**config.mk**
```make
export PLATFORM = sky130hd
export DESIGN_NAME = battery_sleep_sequencer
export DESIGN_NICKNAME = d
export VERILOG_FILES = /design/src/bss_pkg.sv /design/src/bss_eval.sv /design/src/bss_core.sv /design/src/battery_sleep_sequencer.sv
export SDC_FILE = /design/constraint.sdc
export NUM_CORES = 1
export LEC_CHECK = 0
export ABC_CLOCK_PERIOD_IN_PS = 4600
export BUFFER_PORTS_ARGS = -buffer_cell sky130_fd_sc_hd__clkbuf_2
export CAP_MARGIN = 20
export CELL_PAD_IN_SITES_DETAIL_PLACEMENT = 1
export CELL_PAD_IN_SITES_GLOBAL_PLACEMENT = 1
export CORE_AREA = 2 2 114 160
export CTS_CLUSTER_DIAMETER = 150
export DETAILED_ROUTE_END_ITERATION = 16
export DIE_AREA = 0 0 116 162
export PLACE_DENSITY = 0.94
export SYNTH_ARGS = -nofsm -noshare
export SYNTH_HDL_FRONTEND = slang
export SYNTH_SLANG_ARGS = --single-unit
```
**constraint.sdc**
```tcl
create_clock -name clk -period 4.6 [get_ports clk]
set_clock_uncertainty 0.1 [all_clocks]
set_input_delay 0.23 -clock clk [delete_from_list [all_inputs] [get_ports clk]]
set_output_delay 0.23 -clock clk [all_outputs]
set_load 0.005 [all_outputs]
```
**src/bss_pkg.sv**
```systemverilog
package bss_pkg;

	// Confirmation ticks in check and tick limit in prepare
	localparam logic [1:0] CONFIRM_TICKS   = 2'd2;
	localparam logic [2:0] PREPARE_TIMEOUT = 3'd5;

	// Reset value of the very-low voltage limit (mV)
	localparam logic [15:0] VERY_LOW_RESET = 16'd2500;

	// Sleep modes
	localparam logic [1:0] MODE_NONE   = 2'd0;
	localparam logic [1:0] MODE_HICCUP = 2'd1;
	localparam logic [1:0] MODE_NORMAL = 2'd2;
	localparam logic [1:0] MODE_DEEP   = 2'd3;

	// Register indexes
	localparam logic [1:0] REG_VOLT_NORMAL   = 2'd0;
	localparam logic [1:0] REG_VOLT_LOW      = 2'd1;
	localparam logic [1:0] REG_VOLT_VERY_LOW = 2'd2;
	localparam logic [1:0] REG_RTC_WAKE      = 2'd3;

	// Configuration registers
	typedef struct packed {
		logic [15:0] volt_normal_limit;
		logic [15:0] volt_low_limit;
		logic [15:0] volt_very_low_limit;
		logic [15:0] rtc_wake_time;
	} cfg_t;

	// Registered request
	typedef struct packed {
		logic        opcode;
		logic [2:0]  force_levels;
		logic [4:0]  fault_flags;
		logic        test_sleep;
		logic [15:0] cell_min_mv;
		logic        charging;
		logic        discharging;
	} req_t;

	// Evaluation of one request
	typedef struct packed {
		logic       cond_hold;
		logic [1:0] mode;
	} eval_t;

	// One result
	typedef struct packed {
		logic [15:0] wake_total;
		logic [15:0] sleep_total;
		logic        sleeping;
		logic        clear_pulse;
		logic        enter_pulse;
		logic [1:0]  sel_mode;
		logic [2:0]  seq_state;
	} result_t;

endpackage

```
**src/bss_eval.sv**
```systemverilog
// Sleep condition and mode priority for one request
module bss_eval (
	input  bss_pkg::req_t  req,
	input  bss_pkg::cfg_t  cfg,
	output bss_pkg::eval_t ev
);

	logic flags_any;
	logic le_very_low;
	logic le_low;
	logic le_normal;

	// Voltage compares
	assign flags_any   = (req.force_levels != 3'd0) || (req.fault_flags != 5'd0) || req.test_sleep;
	assign le_very_low = req.cell_min_mv <= cfg.volt_very_low_limit;
	assign le_low      = req.cell_min_mv <= cfg.volt_low_limit;
	assign le_normal   = req.cell_min_mv <= cfg.volt_normal_limit;

	// Condition to leave idle / stay in check
	assign ev.cond_hold = flags_any || le_very_low || (le_low && !req.charging)
		|| (le_normal && !req.charging && !req.discharging);

	// Mode by priority
	always_comb begin
		if (req.force_levels[0]) begin
			ev.mode = bss_pkg::MODE_HICCUP;
		end else if (req.force_levels[1]) begin
			ev.mode = bss_pkg::MODE_NORMAL;
		end else if (req.force_levels[2]) begin
			ev.mode = bss_pkg::MODE_DEEP;
		end else if (req.fault_flags != 5'd0) begin
			ev.mode = bss_pkg::MODE_DEEP;
		end else if (req.test_sleep) begin
			ev.mode = bss_pkg::MODE_NORMAL;
		end else if (le_very_low) begin
			ev.mode = bss_pkg::MODE_DEEP;
		end else if (le_low && !req.charging) begin
			ev.mode = bss_pkg::MODE_DEEP;
		end else if (le_normal) begin
			if (req.charging || req.discharging) begin
				ev.mode = bss_pkg::MODE_NONE;
			end else if (cfg.rtc_wake_time != 16'd0) begin
				ev.mode = bss_pkg::MODE_HICCUP;
			end else begin
				ev.mode = bss_pkg::MODE_NORMAL;
			end
		end else begin
			ev.mode = bss_pkg::MODE_NONE;
		end
	end

endmodule

```
**src/bss_core.sv**
```systemverilog
// Sequencer state and result register
module bss_core (
	input  logic             clk,
	input  logic             arst_n,
	input  logic             advance,
	input  logic             opcode,
	input  bss_pkg::eval_t   ev,
	input  logic             res_ready,
	output logic             res_valid,
	output bss_pkg::result_t res
);

	typedef enum logic [2:0] {
		PH_IDLE    = 3'd0,
		PH_CHECK   = 3'd1,
		PH_PREPARE = 3'd2,
		PH_ENTER   = 3'd3,
		PH_WAKEUP  = 3'd4,
		PH_RECOVER = 3'd5
	} phase_t;

	phase_t      phase_q, phase_n;
	logic [1:0]  confirm_q, confirm_n, confirm_inc;
	logic [2:0]  prepare_q, prepare_n, prepare_inc;
	logic [1:0]  mode_q, mode_n;
	logic        asleep_q, asleep_n;
	logic [15:0] entry_cnt_q, entry_cnt_n;
	logic [15:0] wake_cnt_q, wake_cnt_n;
	logic        enter_n, clear_n;

	// Saturating tick counters
	assign confirm_inc = (confirm_q != 2'd3) ? confirm_q + 2'd1 : confirm_q;
	assign prepare_inc = (prepare_q != 3'd7) ? prepare_q + 3'd1 : prepare_q;

	// Next state for one request
	always_comb begin
		phase_n     = phase_q;
		confirm_n   = confirm_q;
		prepare_n   = prepare_q;
		mode_n      = mode_q;
		asleep_n    = asleep_q;
		entry_cnt_n = entry_cnt_q;
		wake_cnt_n  = wake_cnt_q;
		enter_n     = 1'b0;
		clear_n     = 1'b0;
		if (opcode) begin
			// wakeup event, taken in any phase
			wake_cnt_n = wake_cnt_q + 16'd1;
			asleep_n   = 1'b0;
			mode_n     = bss_pkg::MODE_NONE;
			clear_n    = 1'b1;
			phase_n    = PH_RECOVER;
		end else begin
			unique case (phase_q)
				PH_IDLE: begin
					if (ev.cond_hold) begin
						phase_n   = PH_CHECK;
						confirm_n = 2'd0;
					end
				end
				PH_CHECK: begin
					confirm_n = confirm_inc;
					if (confirm_inc >= bss_pkg::CONFIRM_TICKS) begin
						phase_n   = PH_PREPARE;
						prepare_n = 3'd0;
					end
					// condition drop wins over confirmation
					if (!ev.cond_hold) begin
						phase_n = PH_IDLE;
					end
				end
				PH_PREPARE: begin
					prepare_n = prepare_inc;
					mode_n    = ev.mode;
					if (ev.mode != bss_pkg::MODE_NONE) begin
						phase_n = PH_ENTER;
					end
					// timeout wins over entry
					if (prepare_inc >= bss_pkg::PREPARE_TIMEOUT) begin
						phase_n = PH_IDLE;
					end
				end
				PH_ENTER: begin
					asleep_n    = 1'b1;
					entry_cnt_n = entry_cnt_q + 16'd1;
					enter_n     = 1'b1;
					phase_n     = PH_WAKEUP;
				end
				PH_WAKEUP: begin
					phase_n = PH_RECOVER;
				end
				PH_RECOVER: begin
					clear_n = 1'b1;
					phase_n = PH_IDLE;
				end
				default: begin
					phase_n = PH_IDLE;
				end
			endcase
		end
	end

	// State and result register
	always_ff @(posedge clk or negedge arst_n) begin
		if (!arst_n) begin
			phase_q     <= PH_IDLE;
			confirm_q   <= 2'd0;
			prepare_q   <= 3'd0;
			mode_q      <= bss_pkg::MODE_NONE;
			asleep_q    <= 1'b0;
			entry_cnt_q <= 16'd0;
			wake_cnt_q  <= 16'd0;
			res_valid   <= 1'b0;
		end else begin
			if (advance) begin
				phase_q         <= phase_n;
				confirm_q       <= confirm_n;
				prepare_q       <= prepare_n;
				mode_q          <= mode_n;
				asleep_q        <= asleep_n;
				entry_cnt_q     <= entry_cnt_n;
				wake_cnt_q      <= wake_cnt_n;
				res_valid       <= 1'b1;
				res.seq_state   <= phase_n;
				res.sel_mode    <= mode_n;
				res.enter_pulse <= enter_n;
				res.clear_pulse <= clear_n;
				res.sleeping    <= asleep_n;
				res.sleep_total <= entry_cnt_n;
				res.wake_total  <= wake_cnt_n;
			end else if (res_ready) begin
				res_valid <= 1'b0;
			end
		end
	end

endmodule

```
**src/battery_sleep_sequencer.sv**
```systemverilog
// Channel   Dir  Payload
// s_axis    in   tuser: opcode; tdata: force, faults, test, cell mV, charge, discharge
// m_axis    out  tdata: state, mode, enter, clear, sleeping, sleep/wake totals
// cfg       in   cfg_we, cfg_index, cfg_data (16 bit limits and wake time)
//
// One request per cycle sustained while m_axis is ready; each request is registered
// in the input register on s_axis accept, then evaluated with the state update into
// the result register when the input register advances.
// arst_n clears the sequencer, the counters and the limits (very-low limit 2500 mV).
// A stall on m_axis holds the result and the input register; s_axis then fills
// one request deep and drops tready.
module battery_sleep_sequencer (
	input  logic        clk,
	input  logic        arst_n,
	input  logic        s_axis_tvalid,
	output logic        s_axis_tready,
	input  logic [63:0] s_axis_tdata,  // force_levels[2:0], fault_flags[7:3], test_sleep[8],
	                                   // cell_min_mv[24:9], charge_amps[40:25],
	                                   // discharge_amps[56:41], zero fill[63:57]
	input  logic [0:0]  s_axis_tuser,  // opcode[0]
	output logic        m_axis_tvalid,
	input  logic        m_axis_tready,
	output logic [39:0] m_axis_tdata,  // seq_state[2:0], sel_mode[4:3], enter_pulse[5],
	                                   // clear_pulse[6], sleeping[7], sleep_total[23:8],
	                                   // wake_total[39:24]
	input  logic        cfg_we,
	input  logic [1:0]  cfg_index,
	input  logic [15:0] cfg_data
);

	bss_pkg::cfg_t    cfg_q;
	bss_pkg::req_t    req_s1;
	logic             valid_s1;
	logic             advance;
	bss_pkg::eval_t   ev;
	bss_pkg::result_t res;

	// Configuration writes
	always_ff @(posedge clk or negedge arst_n) begin
		if (!arst_n) begin
			cfg_q.volt_normal_limit   <= 16'd0;
			cfg_q.volt_low_limit      <= 16'd0;
			cfg_q.volt_very_low_limit <= bss_pkg::VERY_LOW_RESET;
			cfg_q.rtc_wake_time       <= 16'd0;
		end else if (cfg_we) begin
			unique case (cfg_index)
				bss_pkg::REG_VOLT_NORMAL:   cfg_q.volt_normal_limit   <= cfg_data;
				bss_pkg::REG_VOLT_LOW:      cfg_q.volt_low_limit      <= cfg_data;
				bss_pkg::REG_VOLT_VERY_LOW: cfg_q.volt_very_low_limit <= cfg_data;
				bss_pkg::REG_RTC_WAKE:      cfg_q.rtc_wake_time       <= cfg_data;
				default: ;
			endcase
		end
	end

	// Input register moves on when the result register is free or draining
	assign advance       = valid_s1 && (!m_axis_tvalid || m_axis_tready);
	assign s_axis_tready = !valid_s1 || advance;

	always_ff @(posedge clk or negedge arst_n) begin
		if (!arst_n) begin
			valid_s1 <= 1'b0;
		end else if (s_axis_tready) begin
			valid_s1 <= s_axis_tvalid;
		end
	end

	always_ff @(posedge clk) begin
		if (s_axis_tready && s_axis_tvalid) begin
			req_s1.opcode       <= s_axis_tuser[0];
			req_s1.force_levels <= s_axis_tdata[2:0];
			req_s1.fault_flags  <= s_axis_tdata[7:3];
			req_s1.test_sleep   <= s_axis_tdata[8];
			req_s1.cell_min_mv  <= s_axis_tdata[24:9];
			req_s1.charging     <= s_axis_tdata[40:25] != 16'd0;
			req_s1.discharging  <= s_axis_tdata[56:41] != 16'd0;
		end
	end

	bss_eval u_eval (
		.req (req_s1),
		.cfg (cfg_q),
		.ev  (ev)
	);

	bss_core u_core (
		.clk       (clk),
		.arst_n    (arst_n),
		.advance   (advance),
		.opcode    (req_s1.opcode),
		.ev        (ev),
		.res_ready (m_axis_tready),
		.res_valid (m_axis_tvalid),
		.res       (res)
	);

	assign m_axis_tdata = res;

	// Sleep entry always lands in the wakeup phase
	a_enter_phase: assert property (@(posedge clk) disable iff (!arst_n)
		m_axis_tvalid && m_axis_tdata[5] |-> m_axis_tdata[2:0] == 3'd4)
		else $error("enter pulse outside wakeup phase");

	// Clear only on recover ticks (to idle) or wakeup events (to recover)
	a_clear_phase: assert property (@(posedge clk) disable iff (!arst_n)
		m_axis_tvalid && m_axis_tdata[6]
		|-> (m_axis_tdata[2:0] == 3'd0 || m_axis_tdata[2:0] == 3'd5))
		else $error("clear pulse in wrong phase");

	// A held request stays while the result register is stalled
	a_hold_s1: assert property (@(posedge clk) disable iff (!arst_n)
		valid_s1 && !advance |=> valid_s1 && $stable(req_s1))
		else $error("input register lost a request under stall");

	// Every advance yields a result
	a_result: assert property (@(posedge clk) disable iff (!arst_n)
		advance |=> m_axis_tvalid)
		else $error("result missing after advance");

endmodule

```
==> summary.md, run 1 <==
| Metric | Value |
|---|---|
| Outcome | complete, no violations |
| FP Rows | 57 |
| Worst hold path class | input port to flip-flop |
| Die area | 18790 um^2 |
| Mux contribution to synthesized area | 0.07106 |
| Setup TNS | 0 ns |
| Vias/cell | 5.516 |
| Comb pwr share | 0.173 |
| Skew-Pair Late Insertion Delay | 0.44 ns |
| Worst Tran Pin Value | 1.061 ns |
| Most frequent cells in the layout | clkbuf_2, dfrtp_1, edfxtp_1 |
| P_leak | 4.623 nW |
| Critical Setup Path Class | flip-flop to flip-flop |
| Via Count | 6194 |
| Detailed Route WL | 23280 um |
| Final period util | 0.6474 |
| Wire length of the first global-routing pass | 37070 um |
| Largest net degree at the start of global routing | 60 |
| Largest cells by area after synthesis | dfrtp_1, edfxtp_1, ha_1 |
| Psw | 1.226 mW |
| Final Max Tran Viols | 0 |
| Dpl hpwl | 15230 um |
| Clock root buffer master | clkbuf_16 |
| Primary FF master, synth | dfrtp_1 |
| Tot GR Track Use | 0.2608 |
| Number of global-route vias before repair | 7205 |
| Sw Share | 0.2859 |
| Part of the power in registers | 0.473 |
| PD cells | 415.3 nW/um^2 |
| Largest area contributor in the netlist | dfrtp_1 |
| Register bit total from synthesis | 177 |
| DRT iter0 DRCs | 324 |
| Die width | 116 um |
| Area of the mapped netlist | 8399 um^2 |
| Post-synth EDFFs | 68 |
| Avg Cell Area, Syn | 11.98 um^2 |
| Commonest non-fill, non-tap cell in the layout | clkbuf_2 |
| Synth Warn # | 0 |
| Final Hold Viols | 0 |
| Post-layout min period | 2.978 ns |
| Core area | 17260 um^2 |
| Max-Cap Viols | 0 |
| Largest family of logic cells by synthesized area | simple AND/OR/NAND/NOR gates |
| Layout cells sized above 1 | 0.2585 |
| Placed cell count | 1044 |
| Multi-input logic area | 3334 um^2 |
| Die H | 162 um |
| GPL Wtd Cong | 0.7953 |
| FF-to-FF setup slack | 1.62 ns |
| H-tree levels | 4 |
| Non-Filler Instances | 1123 |
| Setup crit end kind | flip-flop |
| Inserted Clock Buffers | 17 |
| Starting Density | 0.4867 |
| Synth Area in Simple Gates | 0.1239 |
| Maximum clock insertion buffer count | 2 |
| CTS clock-pin slew for the worst setup and hold paths | 0.07 ns |
| Cell variety after synth | 58 |
| Fillcell total | 1765 |
| Compound-Gate Fraction of Synth Area | 0.06122 |
| Adder-cell share of the synthesized area | 0.07746 |
| Setup Buffers After CTS | 0 |
| Synth top area share | 0.3098 |
| Unrepaired setup endpoints after global routing | false |
| Int Power | 3.062 mW |
| Drt drc | 0 |
| FF/Latch Area | 4776 um^2 |
| 1st-pass router iterations | 4 |
| Initial antenna violation count | 1 |
| Routed Antenna Nets | 0 |
| VDD IR max | 0.2802 mV |
| Area Overhead vs Synth | 22.91% |
| Required time of the worst setup path | 4.64 ns |
| CP Launch Type | flip-flop |
| Slew HR | 0.2906 |
| Post-Syn Instances | 701 |
| Clock share of power | 0.354 |
| Xor/xnor share of the synthesized area | 0.06257 |
| Post-DR wirelength/cell | 20.73 um |
| Top Ports | 130 |
| # setup viols final | 0 |
| Grt ovf | 0 |
| Critical path data arrival time | 3.02 ns |
| Crit path max fanout | 4 |
| Syn nets | 841 |
| CTS tree | yes |
| IO buf count | 122 |
| CTS sink cnt | 177 |
| F_max | 0.3358 GHz |
| Ys async rst share | 0.6158 |
| Nets | 1013 |
| Seq/Total Area, Yosys | 0.5686 |
power by group through the flow:
stage	Sequential, mW	Clock (mW)	Combinational [mW]
detailed placement	2.05	0	0.690
finish	2.03	1.52	0.743
global placement	2.03	0	0.625
CTS	2.02	1.51	0.738
global route	2.05	1.59	0.831
floorplan	1.99	0	0.470
cell usage after synthesis (all sizes together) (2+ instances only):
| library cell | count |
|---|---|
| a21oi | 23 |
| a211oi | 3 |
| nand2b | 5 |
| xnor2 | 30 |
| o21ai | 28 |
| nor4 | 15 |
| a21o | 4 |
| and2 | 2 |
| inv | 55 |
| or3 | 3 |
| o21a | 2 |
| dfrtp | 104 |
| nand4 | 23 |
| xor2 | 30 |
| a22oi | 2 |
| nor3 | 12 |
| dfstp | 5 |
| o211ai | 3 |
| nand3 | 15 |
| edfxtp | 68 |
| nor2 | 47 |
| nor2b | 3 |
| clkbuf | 14 |
| a31oi | 8 |
| nand3b | 4 |
| ha | 52 |
| mux2 | 53 |
| nand2 | 60 |
| and3 | 6 |
| a211o | 2 |
| buf | 5 |
stage by stage:
| step | setup WS, ns | util | cell area [um^2] | power [mW] | hold slack [ns] |
|---|---|---|---|---|---|
| 2_1_floorplan | 2.207 | - | 8399 | 2.457 | -0.1656 |
| 3_3_place_gp | 1.764 | 0.5362 | 9255 | 2.651 | 0.2154 |
| 3_5_place_dp | 1.710 | 0.5362 | 9255 | 2.737 | 0.2192 |
| 4_1_cts | 1.668 | 0.5980 | 10320 | 4.272 | 0.002150 |
| 5_1_grt | 1.510 | 0.5982 | 10320 | 4.468 | 0.02126 |
| 6_report | 1.622 | 0.5982 | 10320 | 4.287 | 0.01630 |
state kept, by name (all words and copies together), names as in the netlist:
signal	count
u_core.res	40
u_core.wake_cnt_q	16
u_core.asleep_q	1
u_core.confirm_q	2
req_s1	28
valid_s1	1
u_core.entry_cnt_q	16
u_core.prepare_q	3
cfg_q	64
u_core.mode_q	2
u_core.res_valid	1
u_core.phase_q	3
path summary, 6_finish.rpt:
| path | startpoint | to | depth (start not counted) |
|---|---|---|---|
| setup reg to reg | req_s1[3] | u_core.res[1] | 9 |
| min in group asynchronous | arst_n | u_core.wake_cnt_q[11] | 2 |
| hold / removal | cfg_data[14] | cfg_q[62] | 3 |
| max in group asynchronous | arst_n | u_core.phase_q[0] | 3 |
| setup / recovery | req_s1[3] | u_core.res[1] | 9 |
| hold reg to reg | u_core.wake_cnt_q[15] | u_core.wake_cnt_q[15] | 1 |
area by class of cell:
class                      instances  area share
tap                              236     0.02860
clock inverter                    15     0.01745
sequential                       177      0.4626
antenna                            1   0.0002424
multi-input combinational        450      0.3230
inverter                          55     0.02000
timing repair buffer             172      0.1069
clock buffer                      17     0.04121
repair_timing:
item	in CTS	in global routing
setup endpoints to repair	0	0
hold endpoints to repair	104	0
hold buffers	46	0
gates resized for setup	0	0
worst max-delay path, cell delays in order (launching register included):
cell	delay, ns
edfxtp_1	0.48
ha_1	0.34
nor2b_1	0.18
o211ai_1	0.15
a211o_1	0.29
a31oi_1	0.20
o21ai_0	0.19
or3_1	0.45
a21oi_1	0.23
nor3_1	0.07
per-layer routing:
metal,track usage,share of wire
met1,0.2643,0.35
met2,0.4976,0.58
met3,0.04366,0.027
met4,0.1369,0.042
met5,0,0
kinds of logic (layout without fill, tap and decap cells):
family                   count (synthesis)  in the layout
AND/OR/NAND/NOR                        200            200
flip-flops                             177            177
AO/OA/AOI/OAI                           85             85
buffers and inverters                   74            259
XOR/XNOR                                60             60
multiplexers                            53             53
adder cells (fa/ha/maj)                 52             52
other                                    0              1
Power figures use the tool's default switching activity.
==> run 2: changes to the inputs <==
--- a/config.mk
+++ b/config.mk
@@ -5,16 +5,16 @@
 export SDC_FILE = /design/constraint.sdc
 export NUM_CORES = 1
 export LEC_CHECK = 0
-export ABC_CLOCK_PERIOD_IN_PS = 4600
+export ABC_CLOCK_PERIOD_IN_PS = 2550
 export BUFFER_PORTS_ARGS = -buffer_cell sky130_fd_sc_hd__clkbuf_2
 export CAP_MARGIN = 20
 export CELL_PAD_IN_SITES_DETAIL_PLACEMENT = 1
 export CELL_PAD_IN_SITES_GLOBAL_PLACEMENT = 1
-export CORE_AREA = 2 2 114 160
+export CORE_AREA = 2 2 124 175
 export CTS_CLUSTER_DIAMETER = 150
 export DETAILED_ROUTE_END_ITERATION = 16
-export DIE_AREA = 0 0 116 162
-export PLACE_DENSITY = 0.94
+export DIE_AREA = 0 0 126 177
+export PLACE_DENSITY = 0.85
 export SYNTH_ARGS = -nofsm -noshare
 export SYNTH_HDL_FRONTEND = slang
 export SYNTH_SLANG_ARGS = --single-unit
==> constraint.sdc (replaced) <==
create_clock -name clk -period 2.55 [get_ports clk]
set_clock_uncertainty 0.1 [all_clocks]
set_input_delay 0.1275 -clock clk [delete_from_list [all_inputs] [get_ports clk]]
set_output_delay 0.1275 -clock clk [all_outputs]
set_load 0.005 [all_outputs]
==> summary.md, run 2 (synthesis results as in run 1) <==
| Metric | Value |
|---|---|
| Fillcell total | 2207 (was 1765) |
| Min Hold Slack | 0.2130 ns (was 0.01630 ns) |
| Number of global-route vias before repair | 6897 (was 7205) |
| Final Hold Viols | 0 (unchanged) |
| FP Rows | 63 (was 57) |
| DRT iter0 DRCs | 268 (was 324) |
| Max-Cap Viols | 0 (unchanged) |
| Ant. Diodes | 0 (was 1) |
| Grt ovf | 0 (unchanged) |
| F_max | 0.3601 GHz (was 0.3358 GHz) |
| Final Max Tran Viols | 0 (unchanged) |
| Tot GR Track Use | 0.2056 (was 0.2608) |
| Maximum clock insertion buffer count | 2 (unchanged) |
| Post-layout util | 0.5142 (was 0.5982) |
| Layout cells sized above 1 | 0.2984 (was 0.2585) |
| Dpl hpwl | 15730 um (was 15230 um) |
| IO buf count | 122 (unchanged) |
| Multi-input logic area | 3472 um^2 (was 3334 um^2) |
| P_leak | 4.774 nW (was 4.623 nW) |
| Routed Antenna Nets | 0 (unchanged) |
| Die width | 126 um (was 116 um) |
| CTS clock-pin slew for the worst setup and hold paths | 0.07 ns (about the same) |
| Largest net degree at the start of global routing | 60 (unchanged) |
| Inserted Clock Buffers | 17 (unchanged) |
| GPL Wtd Cong | 0.8251 (was 0.7953) |
| Clock root buffer master | clkbuf_16 (unchanged) |
| Initial antenna violation count | 0 (was 1) |
| CP Launch Type | flip-flop (unchanged) |
| Biggest regs | cfg_q: 64 flops, u_core.res: 40 flops, req_s1: 28 flops (unchanged) |
| Critical path data arrival time | 2.86 ns (was 3.02 ns) |
| H-tree levels | 4 (unchanged) |
| Most frequent cells in the layout | clkbuf_2, dfrtp_1, edfxtp_1 (unchanged) |
| Drt drc | 0 (unchanged) |
| Vias/cell | 5.265 (was 5.516) |
| 1st-pass router iterations | 4 (unchanged) |
| Post-layout min period | 2.777 ns (was 2.978 ns) |
| Starting Density | 0.4036 (was 0.4867) |
| Die area | 22300 um^2 (was 18790 um^2) |
| Number of flip-flops in the largest register | 64 (unchanged) |
| Die H | 177 um (was 162 um) |
| Required time of the worst setup path | 2.64 ns (was 4.64 ns) |
| Worst hold path class | input port to flip-flop (unchanged) |
| Post-DR wirelength/cell | 19.17 um (was 20.73 um) |
| Commonest non-fill, non-tap cell in the layout | clkbuf_2 (unchanged) |
| Outcome | complete, but fails checks (was complete, no violations) |
| # setup viols final | 9 (was 0) |
| Unrepaired setup endpoints after global routing | true (was false) |
| Final period util | 1.089 (was 0.6474) |
| PD cells | 722.3 nW/um^2 (was 415.3 nW/um^2) |
| Detailed Route WL | 22530 um (was 23280 um) |
| Area Overhead vs Synth | 27.40% (was 22.91%) |
| Skew-Pair Late Insertion Delay | 0.43 ns (was 0.44 ns) |
| Setup crit end kind | flip-flop (unchanged) |
| Failing checks | negative setup slack |
| Critical Setup Path Class | flip-flop to flip-flop (unchanged) |
| Via Count | 6186 (was 6194) |
| Crit path max fanout | 3 (was 4) |
| Nets | 1042 (was 1013) |
| Setup ws final | -0.2269 ns (was 1.622 ns) |
| FF/Latch Area | 4776 um^2 (unchanged) |
| Core area | 20810 um^2 (was 17260 um^2) |
| Wire length of the first global-routing pass | 35390 um (was 37070 um) |
| Worst Tran Pin Value | 0.7927 ns (was 1.061 ns) |
| CTS sink cnt | 177 (unchanged) |
| Top reg by flops | cfg_q (unchanged) |
| VDD IR max | 0.4561 mV (was 0.2802 mV) |
| Top Ports | 130 (unchanged) |
| Slew HR | 0.4715 (was 0.2906) |
| CTS tree | yes (unchanged) |
## run 2: path summary, 6_finish.rpt
path                            slack (ns)                   start                     end  cells past startpoint
max in group asynchronous             1.45                  arst_n               cfg_q[17]                      3
worst min register to register        0.41  u_core.entry_cnt_q[15]  u_core.entry_cnt_q[15]                      1
worst max register to register       -0.23              req_s1[16]           u_core.res[1]                      9
min in group asynchronous             0.33                  arst_n   u_core.entry_cnt_q[7]                      3
worst max-delay path                 -0.23              req_s1[16]           u_core.res[1]                      9
worst min-delay path                  0.21            cfg_index[1]               cfg_q[52]                      5
## run 2: final cells by class
cell class              count  area share
flip-flops and latches    177      0.4463
multi-input cells         450      0.3245
repair buffers            201      0.1249
clock buffers              18     0.04011
well taps                 260     0.03040
inverters                  55     0.01929
clock inverters            14     0.01450
## run 2: per-layer routing
layer  global-route usage  share of wire  vias up
met5                    0              0        -
met4              0.07830          0.025        0
met3              0.03869          0.029       44
met2               0.4061           0.58      134
met1               0.2108           0.37     3124
li1                     -              -     2884
## run 2: what timing repair did
| action | in CTS | in global routing |
|---|---|---|
| hold endpoints to repair | 198 | 0 |
| setup endpoints to repair | 10 | 10 |
| hold buffers | 52 | 0 |
| setup buffers | 4 | 2 |
| gates resized for setup | 24 | 3 |
| pin swaps | 14 | 4 |
## run 2: critical path: stages, from the launching register on
cell	delay [ns]
edfxtp_1	0.49
ha_4	0.32
nand4_1	0.20
nor3_2	0.32
a21boi_2	0.20
or4_4	0.14
nand4_1	0.15
or3_4	0.38
a21oi_2	0.16
nor3_1	0.06
## run 2: through the flow
step / TNS, ns / instance area (um^2) / std cells / total power, mW / worst slack (ns)
final: -0.9656 / 10700 / 1175 / 7.729 / -0.2269
after global routing: -1.436 / 10700 / 1175 / 8.080 / -0.2489
after CTS: -0.4366 / 10660 / 1173 / 7.756 / -0.1489
after detailed placement: -1.499 / 9413 / 1085 / 4.975 / -0.2887
after global placement: -0.6884 / 9413 / 1085 / 4.851 / -0.1975
after floorplan: 0 / 8399 / 701 / 4.433 / 0.1569
## run 2: power breakdown
| group | switching (mW) | internal, mW | leakage (nW) |
|---|---|---|---|
| Clock | 1.17 | 1.46 | 0.287 |
| Combinational | 0.779 | 0.692 | 2.51 |
| Sequential | 0.274 | 3.36 | 1.98 |
| Total | 2.22 | 5.51 | 4.77 |
